File: src/hdl/sclp_pkg.sv
// ----------------------------------------------------------------------------
// sclp_pkg: shared types and codes of the statement cache
// Entry layout carried along the cell chain, action and status codes.
// ----------------------------------------------------------------------------
`default_nettype none

package sclp_pkg;

	localparam logic [1:0] ACT_LOOKUP    = 2'd0;
	localparam logic [1:0] ACT_ADD       = 2'd1;
	localparam logic [1:0] ACT_CLEAR_REL = 2'd2;
	localparam logic [1:0] ACT_CLEAR_LOC = 2'd3;

	localparam logic [2:0] ST_HIT      = 3'd0;
	localparam logic [2:0] ST_MISS     = 3'd1;
	localparam logic [2:0] ST_INSERTED = 3'd2;
	localparam logic [2:0] ST_UPDATED  = 3'd3;
	localparam logic [2:0] ST_REPLACED = 3'd4;
	localparam logic [2:0] ST_REJECTED = 3'd5;
	localparam logic [2:0] ST_CLEARED  = 3'd6;

	localparam logic [5:0] COUNT_MAX = 6'd63;

	// One table entry; key zero marks an empty slot.
	typedef struct packed {
		logic [63:0] key;
		logic [31:0] name;
		logic [15:0] pcount;
		logic [31:0] stamp;
	} entry_t;

endpackage

`default_nettype wire

File: src/hdl/sclp_cell.sv
// ----------------------------------------------------------------------------
// sclp_cell: one table entry of the rotating cell chain
// Takes its neighbor's entry on shift; clear empties it.
// ----------------------------------------------------------------------------
`default_nettype none

module sclp_cell (
	input  wire logic            clk,
	input  wire logic            arst_n,
	input  wire logic            shift,
	input  wire logic            clear,
	input  wire sclp_pkg::entry_t din,
	output sclp_pkg::entry_t     dout
);

	logic [63:0] key_q;
	logic [31:0] stamp_q;
	logic [31:0] name_q;
	logic [15:0] pcount_q;

	always_ff @(posedge clk or negedge arst_n) begin
		if (!arst_n) begin
			key_q   <= '0;
			stamp_q <= '0;
		end else if (clear) begin
			key_q   <= '0;
			stamp_q <= '0;
		end else if (shift) begin
			key_q   <= din.key;
			stamp_q <= din.stamp;
		end
	end

	// payload only; meaningless while the key is zero
	always_ff @(posedge clk) begin
		if (shift && !clear) begin
			name_q   <= din.name;
			pcount_q <= din.pcount;
		end
	end

	assign dout = '{key: key_q, name: name_q, pcount: pcount_q, stamp: stamp_q};

endmodule

`default_nettype wire

File: config.mk
export PLATFORM = sky130hd
export DESIGN_NAME = sclp_cell
export DESIGN_NICKNAME = d
export VERILOG_FILES = /design/src/hdl/sclp_pkg.sv /design/src/hdl/sclp_cell.sv
export SDC_FILE = /design/constraint.sdc
export NUM_CORES = 1
export LEC_CHECK = 0
export BUFFER_PORTS_ARGS = -buffer_cell sky130_fd_sc_hd__buf_2
export CAP_MARGIN = 20
export CORE_AREA = 5 5 195 103
export DETAILED_ROUTE_END_ITERATION = 7
export DIE_AREA = 0 0 200 108
export SLEW_MARGIN = 20
export SYNTH_ARGS = -nofsm -noshare
export SYNTH_HDL_FRONTEND = slang
export SYNTH_SLANG_ARGS = --single-unit
File: constraint.sdc
create_clock -name clk -period 0.8 [get_ports clk]
set_input_delay 0.16 -clock clk [delete_from_list [all_inputs] [get_ports clk]]
set_output_delay 0.16 -clock clk [all_outputs]
set_load 0.02 [all_outputs]
* After elaboration in Yosys (flattened, before gate mapping)
Index checks and enable logic that the tools add are counted.
W data, S select, Z words.
** Storage, ports and cells
- Input bits :: 148
- Bits in writable memories :: 0
- Latch bits :: 0
- Output and inout bits :: 144
- Register bits after elaboration :: 144
- Memories :: 0
- Bits in read-only memories :: 0
- Word-level logic and storage cells :: 11
** Operators by class
- Equality and inequality tests :: 0
- Add/sub/neg operators :: 0
- Shifts and indexed selects :: 0
- Bitwise operators :: 0
- Reduce and logical (&&, ||, !) cells :: 3
- Multiplexer cells :: 4
- Magnitude comparators :: 0
- Divide/modulo/power cells :: 0
- Multipliers :: 0
** Operators by type and width (count)
- $mux W64 :: 2
- $mux W32 :: 2
- $reduce_bool A2 Y1 :: 1
- $logic_and A1 B1 Y1 :: 1
- $logic_not A1 Y1 :: 1

* Depth between registers and ports, before layout
Gate-level depths: netlist of run 1.
- Depth after elaboration :: 2
- Mapped depth :: 5

* Worst setup path before layout of run 1
Ideal clock, no wire load.
- Kind :: input-to-reg
- From :: input port shift
- To :: register name_q[0], enable pin
- Path slack :: -2.421 ns
- Stages on the path :: 4
- Data required time :: 0.341 ns
- Arrival :: 2.762 ns
- Path buffers :: 3
- Path through :: buf_4 -> buf_8 -> buf_8 -> nor2b_1
** On the way
- Word-level cells in the longest chain between the ends :: 1
** RTL lines
- start: declaration :: line sclp_cell.sv:10 : input wire logic shift,
- $logic_and A1 B1 Y1 :: line sclp_cell.sv:36 : if (shift && !clear) begin
- end signal: assignment :: line sclp_cell.sv:37 : name_q <= din.name;
- end: declaration :: line sclp_cell.sv:18 : logic [31:0] name_q;
Every way passes these cells.
A chain may end at the register's enable or synchronous reset.

* Final worst setup path of run 1
- From :: register pcount_q[1]
- To :: output port dout[33] in the netlist's numbering
** RTL lines
- start: declaration :: line sclp_cell.sv:19 : logic [15:0] pcount_q;
- start signal: assignment :: line sclp_cell.sv:38 : pcount_q <= din.pcount;
- end: declaration :: line sclp_cell.sv:13 : output sclp_pkg::entry_t dout
No word-level cell between the ends.

==> results.json, run 1 <==
{
  "r2r-end": "key_q[13]$_DFFE_PN0P_",
  "initial_utilization": 0.295,
  "grt_pass1_wl_um": 26600,
  "cts_num_sinks": 144,
  "wl_per_cell_um": 17.1,
  "p_clk_frac": 0.394,
  "yosys.area.top_type": "dfrtp_1",
  "num_vias": 4541,
  "finalCritPeriodShare": 1.40,
  "yosys-top-cells-area": "dfrtp_1 (45%), edfxtp_1 (27%), mux2i_1 (18%)",
  "grtUsageTotal": 0.159,
  "area_growth_pct": 88.0,
  "routabilityCongestion": 0.844,
  "power_density_nw_per_um2": 1950,
  "crit_type": "flip-flop to output pin",
  "worst_pin_slew_ns": 0.384,
  "fillCellCount": 1392,
  "cts_root_buffer": "clkbuf_16",
  "clock_skew_ns": 0,
  "ys_types": 9,
  "clkSlewWorstSetupHoldPaths_ns": 0.06,
  "hold_start": "din[85]",
  "finalNetCount": 955,
  "gr-usage-met2": 0.268,
  "design_area_um2": 10000,
  "setup_tns_ns": -43.94,
  "use_met1": 0.197,
  "ir_drop_uv": 1280,
  "cts_made_buffers": 17,
  "p_comb_frac": 0.178,
  "grt_antenna_before_repair": 0,
  "syn_area_um2": 5330,
  "r2r_start": "key_q[13]$_DFFE_PN0P_",
  "r2r_cells": 4,
  "synth_warnings": 0,
  "crit_fanout": 1,
  "ys_ff_latch": 144,
  "cts_htree_levels": 4,
  "dieArea_um2": 21600,
  "avgSynthCellArea_um2": 14.9,
  "die_w_um": 200,
  "grt_overflow_total": 0,
  "violations": "setup timing",
  "ant_nets": 0,
  "synthCells": 359,
  "use_met3": 0.0476,
  "cap_violations": 0,
  "rrSetupSlack_ns": -0.11,
  "wirelength_um": 18100,
  "crit_path_top_delay_cell": "edfxtp_1",
  "chipHeight_um": 108,
  "syn_nets": 507,
  "final_util": 0.556,
  "switchingPower_mw": 4.97,
  "drive_gt1_frac": 0.456,
  "layout_setup_ws_ns": -0.321,
  "firstDrtPassIters": 6,
  "io_pins": 292,
  "drt_iter0_drc": 149,
  "worst_hold_path.endpoint": "key_q[5]$_DFFE_PN0P_",
  "setup_viol": 174,
  "arrival_ns": 0.96,
  "drc_errors": 0,
  "cts_tree": "yes",
  "grt_pass1_vias": 5054,
  "hold_viol_final": 0,
  "critPathMaxStageDelay_ns": 0.40,
  "holdPathStages": 3,
  "hold_ws_ns": 0.0139,
  "grt_max_degree": 51,
  "synth_top_area_share": 0.451,
  "finalPower_mw": 19.6,
  "min_period_ns": 1.12,
  "cp.required_ns": 0.64,
  "p_seq_frac": 0.429,
  "dp_hpwl_um": 11900,
  "clk_latency_ns": 0.40,
  "slew_viol_final": 0,
  "setup.worst_path.start_class": "flip-flop",
  "endpoint_kind": "output pin",
  "path_delay_family": "flip-flops",
  "p_int_mw": 14.6,
  "fp-row-count": 35,
  "critical_path_buf_inv_count": 1,
  "max_slew_margin": 0.744,
  "rsz0062_at_grt": "true",
  "swShare": 0.254,
  "max_freq_mhz": 892,
  "busiest_layer": "met2",
  "status": "finished with violations",
  "p_leak_nw": 4.95,
  "core_area_um2": 18000,
  "ctsLongestPathBuffers": 2,
  "cp_cell_sequence": "buf_6",
  "hold_class": "primary input to flip-flop",
  "io_buffers": 291,
  "vias_per_cell": 4.28,
  "placed_area_um2": 7180,
  "ys_seq_area_frac": 0.721
}
==> how the worst max path moves through the flow <==
stage | start | to | slack, ns | cells past startpoint
after CTS | name_q[9]$_DFFE_PP_ | dout[57] | -0.35 | 1
final | pcount_q[1]$_DFFE_PP_ | dout[33] | -0.32 | 1
after global routing | name_q[12]$_DFFE_PP_ | dout[60] | -0.37 | 1
after global placement | shift | key_q[30]$_DFFE_PN0P_ | -0.26 | 4
after floorplan | shift | name_q[0]$_DFFE_PP_ | -0.92 | 4
after detailed placement | shift | stamp_q[10]$_DFFE_PN0P_ | -0.32 | 4
==> cells in the mapped netlist <==
| cell type | number |
|---|---|
| dfrtp_1 | 96 |
| mux2i_1 | 96 |
| nor2_1 | 96 |
| edfxtp_1 | 48 |
| buf_4 | 8 |
| clkbuf_1 | 8 |
| buf_8 | 4 |
| buf_2 | 2 |
| nor2b_1 | 1 |
==> cells in the final DEF (no fill, tap or decap), types with 9 or more instances in the layout <==
cell and n:
buf_12 9, buf_2 147, buf_4 37, buf_6 149
clkbuf_16 17, dfrtp_1 96, dlygate4sd3_1 109, edfxtp_1 48
mux2i_1 94, nor2_1 96
==> worst min-delay path: stages <==
cell     delay (ns)
buf_2          0.08
mux2i_1        0.06
nor2_1         0.08
==> layout make-up <==
cell class,count,area [um^2],area share
repair buffers,451,3960,0.395
flip-flops and latches,144,3840,0.383
multi-input cells,193,1340,0.134
clock buffers,20,437,0.0436
well taps,240,300,0.0300
clock inverters,12,135,0.0135
diodes,1,2.50,0.000250
==> cells by family (layout without fill, tap and decap cells) <==
| family | count (synthesis) | after routing | synth area share |
|---|---|---|---|
| DFF | 144 | 144 | 0.721 |
| other | 0 | 1 | 0 |
| and+or+nand+nor | 97 | 97 | 0.0688 |
| buffers and inverters | 22 | 483 | 0.0300 |
| muxes | 96 | 96 | 0.180 |
==> routing by layer <==
layer,vias up,wire length (um),part of all wire
met3,29,1110,0.061
li1,2123,-,-
met1,2231,7260,0.40
met2,158,9430,0.52
met4,0,317,0.018
met5,-,0,0
==> sequential cells by signal, summed over array words and instances (netlist names) <==
name      flops
key_q        64
name_q       32
pcount_q     16
stamp_q      32
==> repair_timing <==
item | CTS | global route
pin swaps | 0 | 11
hold buffers | 109 | 0
hold endpoints to repair | 204 | 0
buffers inserted | 15 | 22
endpoints found under the setup margin | 144 | 160
gates resized for setup | 250 | 43
==> per-stage QoR <==
step           worst slack (ns)  instances
2_1_floorplan            -0.918        359
3_3_place_gp             -0.260        885
6_report                 -0.321       1061
3_5_place_dp             -0.323        885
5_1_grt                  -0.369       1060
4_1_cts                  -0.348       1041
==> power groups by stage <==
stage	Clock [mW]	Sequential [mW]	Combinational [mW]
after floorplan	0	8.97	0.669
after global placement	0	8.40	2.35
after detailed placement	0	8.41	2.40
after CTS	7.93	8.37	3.30
after global routing	8.27	8.44	3.71
final	7.71	8.40	3.48
Note: power is estimated with default switching activity, not from simulation.
==> run 2, diff against run 1 <==
Settings changed: CORE_AREA 5 5 195 103 to 2 2 192 100, DIE_AREA 0 0 200 108 to 0 0 194 102.
==> results.json, run 2 (synthesis results as in run 1) <==
{
  "status": "finished with violations",
  "violations": "setup timing",
  "final_cell_mix": "buf_2 (154), buf_6 (143), dlygate4sd3_1 (104)",
  "grt_overflow_total": 0,
  "ant_nets": 0,
  "wirelength_um": 17100,
  "rsz0062_at_grt": "true",
  "cap_violations": 0,
  "setup.worst_path.start_class": "flip-flop",
  "critical_path_buf_inv_count": 1,
  "dp_hpwl_um": 11100,
  "cts_root_buffer": "clkbuf_16",
  "dieArea_um2": 19800,
  "max_slew_margin": 0.774,
  "io_pins": 292,
  "grt_antenna_before_repair": 0,
  "cts_num_sinks": 144,
  "cp_cell_sequence": "buf_6",
  "initial_utilization": 0.295,
  "swShare": 0.258,
  "p_leak_nw": 4.90,
  "placed_area_um2": 7220,
  "crit_type": "flip-flop to output pin",
  "setup_viol": 170,
  "power_density_nw_per_um2": 1940,
  "p_comb_frac": 0.178,
  "grtUsageTotal": 0.164,
  "layout_commonest_cell": "buf_2",
  "p_seq_frac": 0.437,
  "fp-row-count": 35,
  "switchingPower_mw": 4.95,
  "grt_pass1_vias": 4831,
  "routabilityCongestion": 0.792,
  "finalPower_mw": 19.2,
  "critPathMaxStageDelay_ns": 0.41,
  "ir_drop_uv": 1280,
  "hold_class": "primary input to flip-flop",
  "finalCritPeriodShare": 1.40,
  "drc_errors": 0,
  "clkSlewWorstSetupHoldPaths_ns": 0.06,
  "final_util": 0.548,
  "crit_path_top_delay_cell": "dfrtp_1",
  "p_int_mw": 14.2,
  "grt_pass1_wl_um": 25500,
  "largest_reg_flops": 64,
  "worst_pin_slew_ns": 0.340,
  "cts_htree_levels": 4,
  "clock_skew_ns": 0,
  "vias_per_cell": 4.27,
  "arrival_ns": 0.96,
  "die_w_um": 194,
  "crit_fanout": 2,
  "top_register": "key_q",
  "diodes": 0,
  "clk_latency_ns": 0.40,
  "core_area_um2": 18000,
  "cts_tree": "yes",
  "finalNetCount": 950,
  "reg_top3": "key_q: 64 flops, name_q: 32 flops, stamp_q: 32 flops",
  "endpoint_kind": "output pin",
  "ctsLongestPathBuffers": 2,
  "post-place-ws_ns": -0.267,
  "num_vias": 4509,
  "p_clk_frac": 0.385,
  "area_growth_pct": 85.4,
  "fillCellCount": 1490,
  "layout_setup_ws_ns": -0.322,
  "drive_gt1_frac": 0.456,
  "grt_max_degree": 56,
  "path_delay_family": "flip-flops",
  "firstDrtPassIters": 4,
  "drt_iter0_drc": 169,
  "wl_per_cell_um": 16.2,
  "chipHeight_um": 102,
  "io_buffers": 291,
  "hold_viol_final": 0,
  "slew_viol_final": 0,
  "cts_made_buffers": 17,
  "min_period_ns": 1.12,
  "max_freq_mhz": 891,
  "design_area_um2": 9890,
  "setup_tns_ns": -42.92,
  "cp.required_ns": 0.64
}
-- run 2: cell types whose count changed in the layout (fill, tap and decap cells not counted) --
cell	previous run	this run
buf_2	147	154
buf_6	149	143
dlygate4sd3_1	109	104
mux2i_1	94	96
mux2i_2	2	0
buf_12	9	8
bufinv_16	2	1
clkinv_2	2	3
clkinv_4	1	2
diode_2	1	0
inv_6	3	2
-- run 2: worst reg2reg max path: stages (launching register included) --
cell and delay, ns:
dfrtp_1 0.39, buf_4 0.14, mux2i_1 0.15, nor2_1 0.06
-- run 2: repair_timing --
item	4_1_cts	5_1_grt
pin swaps	0	10
endpoints found under the hold margin	199	0
setup buffers	19	14
hold buffers	104	0
endpoints found under the setup margin	144	163
resized for setup	230	50
-- run 2: stage by stage --
step / hold WS (ns) / instances
global route: 0.00623 / 1055
detailed placement: 0.162 / 892
finish: 0.0135 / 1055
CTS: 0.000167 / 1047
global placement: 0.158 / 892
floorplan: -0.136 / 359
-- run 2: metal layers --
layer / wire length, um / global-route usage / up-vias / part of all wire
li1: - / - / 2106 / -
met1: 7360 / 0.216 / 2249 / 0.43
met2: 8830 / 0.275 / 139 / 0.52
met3: 725 / 0.0389 / 15 / 0.042
met4: 172 / 0.0513 / 0 / 0.010
met5: 0 / 0 / - / 0
-- run 2: power groups by stage --
stage	logic (mW)	clock network, mW	registers (mW)
6_report	3.41	7.39	8.39
5_1_grt	3.62	7.95	8.43
4_1_cts	3.27	7.59	8.36
3_5_place_dp	2.40	0	8.41
3_3_place_gp	2.35	0	8.39
2_1_floorplan	0.669	0	8.97
-- run 2: layout make-up --
class	instances	area (um^2)	area share
clock buffer	20	437	0.0442
clock inverter	12	110	0.0111
multi-input combinational	193	1340	0.135
sequential	144	3840	0.389
tap	240	300	0.0304
timing repair buffer	446	3860	0.390
-- run 2: worst paths after layout --
path / from / endpoint / slack, ns / cells after the start
min in group asynchronous: arst_n / key_q[1]$_DFFE_PN0P_ / 0.28 / 3
min reg2reg: stamp_q[7]$_DFFE_PN0P_ / stamp_q[7]$_DFFE_PN0P_ / 0.55 / 2
max in group asynchronous: arst_n / key_q[36]$_DFFE_PN0P_ / 0.22 / 3
max reg2reg: stamp_q[22]$_DFFE_PN0P_ / stamp_q[22]$_DFFE_PN0P_ / -0.07 / 3
max: key_q[59]$_DFFE_PN0P_ / dout[139] / -0.32 / 1
min: din[95] / key_q[15]$_DFFE_PN0P_ / 0.01 / 3
